===== config.mk =====
export PLATFORM = sky130hd
export DESIGN_NAME = dcow_ctrl
export DESIGN_NICKNAME = d
export VERILOG_FILES = /design/src/design/dcow_pkg.sv /design/src/design/dcow_ctrl.sv
export SDC_FILE = /design/constraint.sdc
export NUM_CORES = 1
export LEC_CHECK = 0
export ABC_AREA = 1
export BUFFER_PORTS_ARGS = -buffer_cell sky130_fd_sc_hd__buf_2
export CAP_MARGIN = 5
export CORE_UTILIZATION = 53
export CTS_BUF_LIST = sky130_fd_sc_hd__clkbuf_8
export CTS_CLUSTER_SIZE = 12
export DETAILED_ROUTE_END_ITERATION = 6
export PLACE_DENSITY_LB_ADDON = 0.1
export SYNTH_ARGS = -nofsm -noshare
export SYNTH_HDL_FRONTEND = slang
export SYNTH_SLANG_ARGS = --single-unit

===== constraint.sdc =====
create_clock -name clock -period 3.4 [get_ports clock]
set_input_delay 0.34 -clock clock [delete_from_list [all_inputs] [get_ports clock]]
set_output_delay 0.34 -clock clock [all_outputs]
set_load 0.1 [all_outputs]

===== src/design/dcow_pkg.sv =====
// ----------------------------------------------------------------------------
// dcow_pkg
// Shared types, codes and field layout of the deduplicated copy-on-write
// block store.
// ----------------------------------------------------------------------------
package dcow_pkg;

   localparam int BLOCK_SHIFT_DEF = 7;
   localparam int PAGE_COUNT_DEF  = 16384;
   localparam int MAX_BLOCKS_DEF  = 1024;

   localparam int ACT_W    = 3;
   localparam int CP_W     = 21;
   localparam int ADDR_W   = 23;
   localparam int BYTE_W   = 8;
   localparam int BLKNUM_W = 11;
   localparam int REF_W    = 15;
   localparam int ST_W     = 2;

   localparam int REQ_ACT_LSB  = 0;
   localparam int REQ_CP_LSB   = REQ_ACT_LSB + ACT_W;
   localparam int REQ_ADDR_LSB = REQ_CP_LSB + CP_W;
   localparam int REQ_NB_LSB   = REQ_ADDR_LSB + ADDR_W;
   localparam int REQ_BITS     = REQ_NB_LSB + BYTE_W;
   localparam int REQ_TDATA_W  = ((REQ_BITS + 7) / 8) * 8;

   localparam int RSP_BITS    = BLKNUM_W + BYTE_W + 3 + REF_W + ST_W;
   localparam int RSP_TDATA_W = ((RSP_BITS + 7) / 8) * 8;

   localparam logic [REF_W-1:0] REF_MAX = '1;

   localparam logic [ACT_W-1:0] ACT_LOAD   = 3'd0;
   localparam logic [ACT_W-1:0] ACT_FILL   = 3'd1;
   localparam logic [ACT_W-1:0] ACT_MODIFY = 3'd2;

   typedef enum logic [ST_W-1:0] {
      ST_OK       = 2'd0,
      ST_UNMAPPED = 2'd1,
      ST_FULL     = 2'd2,
      ST_RANGE    = 2'd3
   } status_type;

   typedef struct packed {
      logic [REF_W-1:0]  refs;
      logic              forked;
      logic [ADDR_W-1:0] origin;
   } meta_type;

   typedef enum logic [2:0] {
      PW_NONE, PW_CLEAR, PW_TGT_CLEAN, PW_TGT_DIRTY, PW_B_DIRTY
   } pg_wr_type;

   typedef enum logic [2:0] {
      MW_NONE, MW_INC, MW_DEC, MW_NEW_LOAD, MW_NEW_FORK
   } meta_wr_type;

   typedef enum logic {MR_B, MR_CAND} meta_rd_type;

   typedef enum logic [1:0] {TG_HOLD, TG_CAND, TG_ZERO, TG_NEW} tgt_op_type;

   typedef enum logic [1:0] {CD_HOLD, CD_FIRST, CD_NEXT} cand_op_type;

   typedef struct packed {
      logic        load_item;
      logic        clr_step;
      pg_wr_type   pg_wr;
      logic        cap_page;
      logic        cap_bmeta;
      logic        cap_tmeta;
      logic        cap_byte;
      meta_rd_type meta_rd;
      meta_wr_type meta_wr;
      tgt_op_type  tgt_op;
      cand_op_type cand_op;
      logic        byte_wr;
      logic        byte_set_nb;
      logic        seq_start;
      logic        cmp_step;
      logic        copy_step;
      logic        st_set;
      status_type  st_code;
      logic        changed_set;
      logic        out_load;
   } cmd_type;

   typedef struct packed {
      logic [ACT_W-1:0] act;
      logic clr_last;
      logic oor;
      logic addr_zero;
      logic b_zero;
      logic byte_same;
      logic b_sole_orig;
      logic b_ref_one;
      logic leave_ok;
      logic full;
      logic cand_past;
      logic load_hit;
      logic cand_live;
      logic cmp_miss;
      logic cmp_hit;
      logic copy_done;
      logic rsp_free;
   } sts_type;

endpackage


===== src/design/dcow_ctrl.sv =====
// ----------------------------------------------------------------------------
// dcow_ctrl
// Sequencer: page table clear after reset, then one transaction at a time
// through lookup, search, compare, copy and write-back.
// ----------------------------------------------------------------------------
module dcow_ctrl import dcow_pkg::*; (
   input  logic    clock,
   input  logic    reset,
   input  logic    req_tvalid,
   output logic    req_tready,
   input  sts_type sts,
   output cmd_type cmd
);

   typedef enum logic [4:0] {
      S_CLEAR, S_IDLE, S_CHECK, S_PG_CAP, S_BLK_RD, S_BLK_CAP, S_DISPATCH,
      S_L_RD, S_L_CHK, S_L_INC, S_L_LEAVE, S_L_PG, S_L_BYTE, S_L_CAPB,
      S_M_NEXT, S_M_MCHK, S_M_CMP, S_M_COPY, S_M_INC, S_M_LEAVE, S_M_PG,
      S_PG_DIRTY, S_OUT
   } state_type;

   state_type state_ff, state_in;
   logic      rdy_ff, rdy_in;

   always_comb begin
      cmd      = '0;
      state_in = state_ff;
      rdy_in   = 1'b0;
      unique case (state_ff)
         S_CLEAR: begin
            cmd.pg_wr    = PW_CLEAR;
            cmd.clr_step = 1'b1;
            if (sts.clr_last) begin
               state_in = S_IDLE;
               rdy_in   = 1'b1;
            end
         end
         S_IDLE: begin
            rdy_in = 1'b1;
            if (req_tvalid && rdy_ff) begin
               cmd.load_item = 1'b1;
               state_in      = S_CHECK;
               rdy_in        = 1'b0;
            end
         end
         S_CHECK: begin
            if (sts.oor) begin
               cmd.st_set  = 1'b1;
               cmd.st_code = ST_RANGE;
               state_in    = S_OUT;
            end else begin
               state_in = S_PG_CAP;
            end
         end
         S_PG_CAP: begin
            cmd.cap_page = 1'b1;
            state_in     = S_BLK_RD;
         end
         S_BLK_RD: state_in = S_BLK_CAP;
         S_BLK_CAP: begin
            cmd.cap_bmeta = 1'b1;
            cmd.cap_byte  = 1'b1;
            state_in      = S_DISPATCH;
         end
         S_DISPATCH: begin
            unique case (sts.act)
               ACT_LOAD: begin
                  if (sts.addr_zero) begin
                     cmd.tgt_op = TG_ZERO;
                     state_in   = S_L_LEAVE;
                  end else begin
                     cmd.cand_op = CD_FIRST;
                     state_in    = S_L_RD;
                  end
               end
               ACT_FILL: begin
                  if (sts.b_zero) begin
                     cmd.st_set  = 1'b1;
                     cmd.st_code = ST_UNMAPPED;
                  end else begin
                     cmd.byte_wr     = 1'b1;
                     cmd.byte_set_nb = 1'b1;
                  end
                  state_in = S_OUT;
               end
               ACT_MODIFY: begin
                  if (sts.b_zero) begin
                     cmd.st_set  = 1'b1;
                     cmd.st_code = ST_UNMAPPED;
                     state_in    = S_OUT;
                  end else if (sts.byte_same) begin
                     state_in = S_OUT;
                  end else if (sts.b_sole_orig) begin
                     cmd.byte_wr     = 1'b1;
                     cmd.byte_set_nb = 1'b1;
                     cmd.changed_set = 1'b1;
                     state_in        = S_PG_DIRTY;
                  end else begin
                     cmd.cand_op = CD_FIRST;
                     state_in    = S_M_NEXT;
                  end
               end
               default: state_in = S_OUT;
            endcase
         end
         S_L_RD: begin
            if (sts.cand_past) begin
               if (sts.full) begin
                  cmd.st_set  = 1'b1;
                  cmd.st_code = ST_FULL;
                  state_in    = S_OUT;
               end else begin
                  cmd.meta_wr = MW_NEW_LOAD;
                  cmd.tgt_op  = TG_NEW;
                  state_in    = S_L_LEAVE;
               end
            end else begin
               cmd.meta_rd = MR_CAND;
               cmd.tgt_op  = TG_CAND;
               state_in    = S_L_CHK;
            end
         end
         S_L_CHK: begin
            if (sts.load_hit) begin
               cmd.cap_tmeta = 1'b1;
               state_in      = S_L_INC;
            end else begin
               cmd.cand_op = CD_NEXT;
               state_in    = S_L_RD;
            end
         end
         S_L_INC: begin
            cmd.meta_wr = MW_INC;
            state_in    = S_L_LEAVE;
         end
         S_L_LEAVE: begin
            if (sts.leave_ok) begin
               cmd.meta_wr = MW_DEC;
            end
            state_in = S_L_PG;
         end
         S_L_PG: begin
            cmd.pg_wr = PW_TGT_CLEAN;
            state_in  = S_L_BYTE;
         end
         S_L_BYTE: state_in = S_L_CAPB;
         S_L_CAPB: begin
            cmd.cap_byte = 1'b1;
            state_in     = S_OUT;
         end
         S_M_NEXT: begin
            if (sts.cand_past) begin
               if (sts.b_ref_one) begin
                  cmd.byte_wr     = 1'b1;
                  cmd.byte_set_nb = 1'b1;
                  cmd.changed_set = 1'b1;
                  state_in        = S_PG_DIRTY;
               end else if (sts.full) begin
                  cmd.st_set  = 1'b1;
                  cmd.st_code = ST_FULL;
                  state_in    = S_OUT;
               end else begin
                  cmd.meta_wr   = MW_NEW_FORK;
                  cmd.tgt_op    = TG_NEW;
                  cmd.seq_start = 1'b1;
                  state_in      = S_M_COPY;
               end
            end else begin
               cmd.meta_rd = MR_CAND;
               cmd.tgt_op  = TG_CAND;
               state_in    = S_M_MCHK;
            end
         end
         S_M_MCHK: begin
            if (sts.cand_live) begin
               cmd.cap_tmeta = 1'b1;
               cmd.seq_start = 1'b1;
               state_in      = S_M_CMP;
            end else begin
               cmd.cand_op = CD_NEXT;
               state_in    = S_M_NEXT;
            end
         end
         S_M_CMP: begin
            cmd.cmp_step = 1'b1;
            if (sts.cmp_miss) begin
               cmd.cand_op = CD_NEXT;
               state_in    = S_M_NEXT;
            end else if (sts.cmp_hit) begin
               state_in = S_M_INC;
            end
         end
         S_M_COPY: begin
            cmd.copy_step = 1'b1;
            if (sts.copy_done) begin
               state_in = S_M_LEAVE;
            end
         end
         S_M_INC: begin
            cmd.meta_wr = MW_INC;
            state_in    = S_M_LEAVE;
         end
         S_M_LEAVE: begin
            if (sts.leave_ok) begin
               cmd.meta_wr = MW_DEC;
            end
            state_in = S_M_PG;
         end
         S_M_PG: begin
            cmd.pg_wr       = PW_TGT_DIRTY;
            cmd.byte_set_nb = 1'b1;
            cmd.changed_set = 1'b1;
            state_in        = S_OUT;
         end
         S_PG_DIRTY: begin
            cmd.pg_wr = PW_B_DIRTY;
            state_in  = S_OUT;
         end
         S_OUT: begin
            if (sts.rsp_free) begin
               cmd.out_load = 1'b1;
               state_in     = S_IDLE;
               rdy_in       = 1'b1;
            end
         end
         default: state_in = S_IDLE;
      endcase
   end

   always_ff @(posedge clock) begin
      if (reset) begin
         state_ff <= S_CLEAR;
         rdy_ff   <= 1'b0;
      end else begin
         state_ff <= state_in;
         rdy_ff   <= rdy_in;
      end
   end

   assign req_tready = rdy_ff;

endmodule


# After elaboration in Yosys (flattened, before gate mapping)
# Cells that the tools add are included.
totals:
  wordCells: 125
  register_bits: 6
  output_inout_bits: 28
  inputBits: 22
classes:
  n_eq_ne: 29
  reduce_logical: 10
  muxes: 84
op_table:
  columns: ["operator", "count"]
  rows:
  - ["5-bit case mux with 21 select lines", 1]
  - ["5-bit two-way mux", 16]
  - ["5-bit by 4-bit equality test with 1-bit output (second input constant)", 8]
  - ["3-bit two-way mux", 13]
  - ["3-bit case mux with 4 select lines", 3]
  - ["5-bit equality test (second input constant)", 7]
  - ["1-bit two-way mux", 25]
  - ["2-bit two-way mux", 11]
  - ["5-bit by 3-bit equality test with 1-bit output (second input constant)", 4]
  - ["4-bit two-way mux", 4]
  - ["5-bit by 2-bit equality test with 1-bit output (second input constant)", 2]
  - ["5-bit case mux with 2 select lines", 1]
  - ["2-bit OR reduction", 5]
  - ["1-bit case mux with 3 select lines", 3]
  - ["2-bit != test (second input constant)", 4]
  - ["2-bit case mux with 2 select lines", 2]
  - ["2-bit case mux with 4 select lines", 1]
  - ["1-bit case mux with 2 select lines", 3]
  - ["2-bit case mux with 3 select lines", 1]
  - ["5-bit by 1-bit equality test with 1-bit output (second input constant)", 1]
  - ["5-bit zero test", 1]
  - ["5-bit AND reduction", 1]
  - ["3-bit by 1-bit equality test with 1-bit output (second input constant)", 1]
  - ["3-bit by 2-bit equality test with 1-bit output (second input constant)", 1]
  - ["4 further kinds", 4]

# Depth between registers and ports, before layout
# Gate-level depths: netlist of run 1.
logic_depth:
  depth_word: 5
  ltp_mapped: 12
  depth_no_buf: 12

# Least setup slack after synthesis of run 1
# No wires, ideal clock.
synth_timing:
  path_kind: "reg-to-output"
  from: "reg rdy_ff (netlist: req_tready)"
  to: "out cmd[26] in the netlist's numbering"
  setup_slack_ns: -0.136
  n_path_buf: 0
  stages_incl_launch_ff: 3
  t_required_ns: 3.060
  arrival_ns: 3.196
  cell_sequence: "dfxtp_1 nand2_1 nor3_1"
synth_lines:
  columns: ["item", "line_no", "source"]
  rows:
  - ["from (decl)", "dcow_ctrl.sv:23", "logic rdy_ff, rdy_in;"]
  - ["from (signal assigned)", "dcow_ctrl.sv:236", "rdy_ff <= rdy_in;"]
  - ["to (decl)", "dcow_ctrl.sv:12", "output cmd_type cmd"]

==> results of run 1 <==
## kinds of logic (layout without fill, tap and decap cells)
family                 Yosys count  count (layout)
AOI/OAI and AO/OA               22              22
and+or+nand+nor                158             158
DFF                              6               6
buffers and inverters           37              88
## through the flow
| step | utilization, % | hold WS, ns | cells |
|---|---|---|---|
| 4_1_cts | 72.7 | 0.363 | 301 |
| 3_3_place_gp | 70.6 | 0.531 | 298 |
| 6_report | 72.7 | 0.369 | 301 |
| 2_1_floorplan | - | 0.409 | 223 |
| 3_5_place_dp | 70.6 | 0.549 | 298 |
| 5_1_grt | 72.7 | 0.385 | 301 |
## cell usage in the layout (no fill, tap or decap)
cell,instances
nand2_1,66
nand3_4,1
nor2_1,46
clkbuf_8,3
nor2_2,6
nor3_2,1
nand3_2,1
nand4_1,2
or2_2,1
nand2_2,4
o211ai_1,2
nor2_4,5
o21ai_2,2
buf_2,49
a22oi_1,1
nand3b_1,2
inv_1,30
a41oi_1,1
o21ai_0,7
a21oi_1,8
dfxtp_1,6
inv_2,6
nand2_4,1
nand3_1,22
a31o_2,1
## worst max-delay path, stage by stage, from the launching register on
cell,delay (ns)
dfxtp_1,0.35
inv_2,0.20
nand3_1,0.15
nor2_2,0.20
nand2_1,0.08
nand2_1,0.10
inv_2,0.04
o21ai_2,0.05
inv_1,0.05
nand2_1,0.05
buf_2,0.42
## per-layer routing
metal  wire length [um]  GRT usage, %  up-vias  share of wire (%)
met4                 45          6.11        0                1.3
met2               1460          45.4       97                 44
li1                   -             -      805                  -
met3                325          7.55        6                9.7
met5                  0             0        -                  0
met1               1520          45.6      651                 45
## area by class of cell
type | count | area [um2]
multi-input combinational | 180 | 865
fill | 204 | 542
timing repair buffer | 49 | 245
inverter | 36 | 135
sequential | 6 | 120
clock buffer | 3 | 41.3
tap | 27 | 33.8
## worst paths after layout
kind | end | cells after the start | start
setup / recovery | cmd[4] | 10 | state_ff[4]
setup reg to reg | state_ff[0] | 11 | state_ff[1]
hold / removal | state_ff[1] | 2 | reset
hold reg to reg | state_ff[4] | 2 | state_ff[4]
## registers in the layout, indices dropped and copies added (netlist names)
register    count
req_tready      1
state_ff        5
## power groups by stage
stage               clock, mW  combinational (mW)  sequential [mW]
floorplan                   0               0.730            0.167
global placement            0               0.897            0.138
detailed placement          0               0.897            0.140
CTS                     0.111               0.901            0.139
global route            0.116               0.973            0.145
finish                  0.110               0.913            0.140
==> impl_metrics.ini, run 1 <==
[clock_tree]
post_cts_buffers = 0
cts.sinks = 6
clock_path_buffers = 2
cts_tree = built
cts.clk_slew.worst_paths_ns = 0.04
clockRootBuffer = clkbuf_8
clk_latency_ns = 0.22
numCtsBuffers = 3
cts_resized = 0
cts_hold_buf = 0
htreeDepth = 1

[logic_synthesis]
synth_fa_ha_area_share_pct = 0
synth_area_leaders = nand2_1, nor2_1, dfxtp_1
yosysMostFrequentCell = nand2_1
synth_compound_gate_area_share_pct = 11.5
synth-main-ff-cell = dfxtp_1
synth_top_family_by_area = simple AND/OR/NAND/NOR gates
ys_seq_elements = 6
ys_seq_area_share_pct = 10.7
synth-edff-count = 0
synthSimpleGateAreaFrac_pct = 65.0
synthArstFlopShare_pct = 0
synth_top_area_share_pct = 22.1
synthTopCellsByCount = nand2_1, nor2_1, inv_1, nand3_1, a21oi_1
synth_cells = 223
synth_top_area_cell = nand2_1
syn_nets = 245
ys_types = 25
yosys_warnings = 0
synth_mux_area_share_pct = 0
syn_avg_cell_area_um2 = 5.02
synthXorXnorAreaFrac_pct = 0
synth_area_mm2 = 0.00112

[setup_path]
criticalPathCategory = flip-flop to output port
crit_arrival_ns = 1.92
crit_fanout = 9
crit_path_end_kind = output port
worst_setup_path_start_kind = flip-flop
r2r_slack_ns = 1.82
cp.required_ns = 3.06

[grt]
grt_pass1_vias = 1161
grt_max_degree = 10
grt_overflow_total = 0
antenna_found_initial = 0
grt_util_all_layers_pct = 31.0
grt_first_pass_wirelength_um = 4950

[detailed_routing]
drt_iter0_markers = 77
finalWirelength_um = 3350
drc_errors = 0
vias = 1559
wire_per_inst_um = 11.1
vias_per_cell = 5.18
final_antenna_net_count = 0
first_pass_iters = 5

[layout]
syn2layout_area_growth_pct = 28.7
finish.net_count = 298
fin_area_mm2 = 0.00144
drive_gt1_share_pct = 29.6
antenna_cells = 0

[sta]
min_period_ns = 2.26
tightestPinTransition_ns = 0.487
maxSlewHeadroom_pct = 67.8
rsz0062_at_grt = false
fmax_mhz = 442
setup_ws_ns = 1.14
post-route-period-util_pct = 66.5
skew_ns = 0.000938
setup_viol = 0
slew_viol_final = 0
hold_viol = 0
finalSetupTns_ns = 0

[placed_design]
gp_congestion = 1.05
hpwlAfterDp_um = 2800
place_ws_ns = 1.36
portBuffers = 49
placed_cell_area_mm2 = 0.00140

[power_and_ir_drop]
p_seq_share_pct = 12.0
clkPwrFrac_pct = 9.5
p_comb_share_pct = 78.5
ir_worst_vdd_mv = 0.951
p_int_mw = 0.367
p_leak_nw = 0.931
total_power_mw = 1.16
p_sw_share_pct = 68.5
p_switching_mw = 0.796
power_density_mw_per_mm2 = 807

[die]
start_util_pct = 56.4
core_region_area_mm2 = 0.00198
rows = 16
fp.dieW_um = 47.9
boundaryPins = 50
die_y_um = 47.9
dieArea_mm2 = 0.00230

[worst_hold_path]
hp-class = input port to flip-flop

[run_status]
run_status = complete, no violations

[flow_run]
drv_cap = 0
Note: power is estimated with default switching activity, not from simulation.
==> run 2: changes to the inputs <==
ABC_AREA = 0   (was 1)
CORE_UTILIZATION = 51   (was 53)
clock period = 2.1 ns   (was 3.4 ns; I/O delays follow)
==> impl_metrics.ini, run 2 <==
[placed_design]
gp_congestion = 1.14
hpwlAfterDp_um = 3940
place_ws_ns = 0.267
placedCellCount = 274
portBuffers = 49

[sta]
slew_viol_final = 0
post-route-period-util_pct = 97.1
hold_viol = 0
setup_ws_ns = 0.0611
maxSlewHeadroom_pct = 68.0
tightestPinTransition_ns = 0.483
setup_viol = 0
worst_hold_slack_ns = 0.253
skew_ns = 0.0104
fmax_mhz = 490
min_period_ns = 2.04

[detailed_routing]
finalWirelength_um = 5560
drc_errors = 0
first_pass_iters = 5
vias = 2014
drt_iter0_markers = 258
wire_per_inst_um = 20.1
vias_per_cell = 7.27
final_antenna_net_count = 0

[clock_tree]
cts_tree = built
htreeDepth = 1
clk_latency_ns = 0.23
cts.clk_slew.worst_paths_ns = 0.04
cts_resized = 0
post_cts_buffers = 0
clockRootBuffer = clkbuf_8
numCtsBuffers = 3
cts_hold_buf = 0
cts.sinks = 6
clock_path_buffers = 2

[logic_synthesis]
synth_top_area_share_pct = 8.93
synth-main-ff-cell = dfxtp_1
yosysMostFrequentCell = nand2_1
ys_types = 59
synth_cells = 201
synth_top_area_cell = dfxtp_1
synth-edff-count = 0
synthTopCellsByCount = nand2_1, nor2_1, a21oi_1, nand2b_1, o21ai_0
synth_area_mm2 = 0.00135
synth_area_leaders = dfxtp_1, nand2_1, nand2b_1
syn_nets = 223
synthArstFlopShare_pct = 0
syn_avg_cell_area_um2 = 6.69
ys_seq_area_share_pct = 8.93
ys_seq_elements = 6
yosys_warnings = 0

[power_and_ir_drop]
p_switching_mw = 0.777
p_seq_share_pct = 12.5
power_density_mw_per_mm2 = 605
total_power_mw = 1.38
p_sw_share_pct = 56.2
clkPwrFrac_pct = 13.3
p_int_mw = 0.605
p_leak_nw = 0.877
ir_worst_vdd_mv = 0.919
p_comb_share_pct = 74.2

[setup_path]
cpMaxStageDelayCell = dfxtp_1
r2r_slack_ns = 0.29
worst_setup_path_start_kind = flip-flop
r2r_cells = 6
crit_arrival_ns = 1.83
crit_path_end_kind = output port
crit_top_cell = buf_12
path_cells = buf_12 > nor3b_4 > nand2_1 > o21ai_2 > o2bb2ai_2 > nand2b_2 > buf_12
reg2reg_from = state_ff[0]
cp.required_ns = 1.89
crit_end = cmd[4]
worstReg2RegEnd = state_ff[4]
startpoint = state_ff[4]
crit_fanout = 18
max_stage_delay_ns = 0.38
criticalPathCategory = flip-flop to output port

[grt]
grt_first_pass_wirelength_um = 7950
grt_overflow_total = 0
grt_util_all_layers_pct = 38.3
grt_pass1_vias = 1716
grt_max_degree = 23
antenna_found_initial = 0

[worst_hold_path]
hp-class = input port to flip-flop

[layout]
ff_latch_area_um2 = 124
fin_cells = 277
largest_register_ffs = 5
fillers = 103
final_common_cell = buf_12
multi_input_area_mm2 = 0.00131
antenna_cells = 0
top_register = state_ff
syn2layout_area_growth_pct = 69.8
fin_util_pct = 92.2
finish.net_count = 271
drive_gt1_share_pct = 44.1
layout.cells.most_common_list = buf_12, buf_2, nand2_1

[die]
core_region_area_mm2 = 0.00248
start_util_pct = 54.3
boundaryPins = 50
rows = 18
fp.dieW_um = 53.4
dieArea_mm2 = 0.00285
die_y_um = 53.4

[flow_run]
drv_cap = 0

[run_status]
run_status = complete, no violations
## run 2: final cells by class
class	count	area share [%]
clock buffer	3	1.81
tap	30	1.64
inverter	5	0.822
multi-input combinational	174	57.3
sequential	6	5.42
timing repair buffer	59	33.0
## run 2: power by group through the flow
stage	clock, mW	sequential (mW)	combinational, mW
final	0.184	0.173	1.02
after detailed placement	0	0.165	0.985
after global routing	0.197	0.176	1.06
after floorplan	0	0.183	0.725
after CTS	0.184	0.163	0.989
after global placement	0	0.164	0.967
## run 2: worst max-delay path: cells and delay by family (launching register included)
| kind | cells | cell delay (ns) |
|---|---|---|
| AND/OR/NAND/NOR | 3 | 0.54 |
| buffers and inverters | 2 | 0.37 |
| flip-flops | 1 | 0.38 |
| AO/OA/AOI/OAI | 2 | 0.31 |
## run 2: routing by layer
metal / global-route usage, % / part of all wire, %
met5: 0 / 0
met4: 12.7 / 4.2
met3: 7.76 / 14
met2: 65.4 / 49
met1: 46.9 / 33
## run 2: through the flow
stage	setup TNS [ns]	cell area, um2
2_1_floorplan	-0.575	1540
3_3_place_gp	0	2210
3_5_place_dp	0	2210
4_1_cts	0	2250
5_1_grt	-0.0179	2280
6_report	0	2280
## run 2: cells by family (layout without fill, tap and decap cells)
kind of cell    count (synthesis)  in the layout  share of synthesized area (%)
flops                           6              6                           8.93
compound gates                 67             67                           34.7
mux                             2              2                           1.49
simple gates                  104            104                           44.2
buf+inv                        21             67                           10.0
xor+xnor                        1              1                          0.651
## run 2: how the worst min path moves through the flow
stage,from,endpoint,slack [ns],cells after the start
6_report,reset,state_ff[3],0.25,2
5_1_grt,reset,state_ff[3],0.25,2
4_1_cts,reset,req_tready,0.24,2
3_5_place_dp,reset,req_tready,0.49,2
3_3_place_gp,reset,req_tready,0.49,2
2_1_floorplan,reset,req_tready,0.27,1
==> run 3: changes to the inputs <==
clock period = 1.95 ns   (was 2.1 ns; I/O delays follow)
==> impl_metrics.ini, run 3 (synthesized netlist as in run 2, its figures left out) <==
[run_status]
run_status = complete, but fails checks
violations = DRC, setup timing

[clock_tree]
cts.clk_slew.worst_paths_ns = 0.05
clk_latency_ns = 0.24
clock_path_buffers = 2
cts_tree = built
cts_hold_buf = 0
cts.sinks = 6
htreeDepth = 1
numCtsBuffers = 3
clockRootBuffer = clkbuf_8

[power_and_ir_drop]
clkPwrFrac_pct = 13.2
power_density_mw_per_mm2 = 696
p_int_mw = 0.682
p_leak_nw = 0.913
p_seq_share_pct = 11.7
p_switching_mw = 0.947
p_sw_share_pct = 58.1
p_comb_share_pct = 75.1
ir_worst_vdd_mv = 0.856

[detailed_routing]
vias = 2282
vias_per_cell = 8.04
first_pass_iters = 7
wire_per_inst_um = 27.9
drt_iter0_markers = 308
drc_errors = 34
final_antenna_net_count = 0
finalWirelength_um = 7910

[setup_path]
path_depth = 6
crit_fanout = 7
criticalPathCategory = flip-flop to output port
cp.required_ns = 1.75
path_cells = and3b_2 > nand4_1 > o21ai_2 > o2bb2ai_4 > nand2b_2 > buf_12
r2r_slack_ns = 0.09
r2r_cells = 6
crit_arrival_ns = 1.83
max_stage_delay_ns = 0.41
startpoint = state_ff[1]
reg2reg_from = state_ff[2]
path_delay_family = simple AND/OR/NAND/NOR gates
worstReg2RegEnd = state_ff[4]
cp_num_buf_inv = 1
crit_end = cmd[4]
crit_path_end_kind = output port
worst_setup_path_start_kind = flip-flop
cpMaxStageDelayCell = dfxtp_2

[sta]
worst_hold_slack_ns = 0.289
hold_viol = 0
rsz0062_at_grt = true
setup_ws_ns = -0.0743
skew_ns = 0.00783
tightestPinTransition_ns = 0.637
fmax_mhz = 494
finalSetupTns_ns = -0.208
post-route-period-util_pct = 104
min_period_ns = 2.02
maxSlewHeadroom_pct = 57.2
slew_viol_final = 0
setup_viol = 6

[placed_design]
hpwlAfterDp_um = 4590
gp_congestion = 1.03
portBuffers = 49
placedCellCount = 278
place_ws_ns = 0.119

[layout]
layout.cells.most_common_list = buf_12, buf_2, nand2_1
syn2layout_area_growth_pct = 74.0
finish.net_count = 278
drive_gt1_share_pct = 48.0
fin_cells = 284
fillers = 77
antenna_cells = 0
largest_register_ffs = 5
final_common_cell = buf_12
top_register = state_ff

[flow_run]
drv_cap = 0

[worst_hold_path]
hold_depth = 2
hp-class = input port to flip-flop

[die]
die_y_um = 53.4
core_region_area_mm2 = 0.00248
start_util_pct = 54.3
dieArea_mm2 = 0.00285
fp.dieW_um = 53.4
boundaryPins = 50
rows = 18

[grt]
grt_first_pass_wirelength_um = 10000
grt_util_all_layers_pct = 50.6
grt_overflow_total = 0
antenna_found_initial = 0
grt_max_degree = 18
grt_pass1_vias = 1881
## run 3: changes by cell type in the layout (fill, tap and decap cells not counted), sizes merged
cell,before,now
buf,59,66
## run 3: power groups by stage
stage	registers (mW)	logic, mW	clock network [mW]
after floorplan	0.197	0.779	0
after detailed placement	0.178	1.10	0
after CTS	0.180	1.14	0.205
final	0.190	1.22	0.216
after global placement	0.174	1.07	0
after global routing	0.188	1.26	0.213
## run 3: timing repair
action / 4_1_cts / 5_1_grt
setup endpoints to repair: 9 / 14
pin swaps: 0 / 2
setup buffers: 0 / 3
gates resized for setup: 7 / 11
## run 3: stage by stage
| stage | total power, mW | utilization [%] | instance area [um2] |
|---|---|---|---|
| finish | 1.63 | 94.4 | 2340 |
| floorplan | 0.976 | - | 1550 |
| CTS | 1.52 | 91.9 | 2280 |
| detailed placement | 1.28 | 89.6 | 2220 |
| global route | 1.66 | 94.4 | 2340 |
| global placement | 1.24 | 89.6 | 2220 |
## run 3: layout make-up
cell class	instances	area [um2]	share of cell area [%]
Sequential cell	6	130	5.56
Clock buffer	3	41.3	1.76
Tap cell	30	37.5	1.60
Timing Repair Buffer	66	786	33.6
Inverter	5	18.8	0.802
Multi-Input combinational cell	174	1330	56.7
## run 3: how the worst min path moves through the flow
stage | start | endpoint
global placement | reset | req_tready
detailed placement | reset | req_tready
CTS | reset | state_ff[3]
floorplan | reset | req_tready
finish | reset | state_ff[3]
global route | reset | req_tready
## run 3: layer usage
layer | global-route usage (%) | wire length (um) | up-vias
met5 | 2.38 | 0 | -
met4 | 29.8 | 939 | 0
met3 | 14.7 | 1140 | 130
met2 | 83.3 | 3360 | 304
met1 | 56.6 | 2470 | 982
li1 | - | - | 866
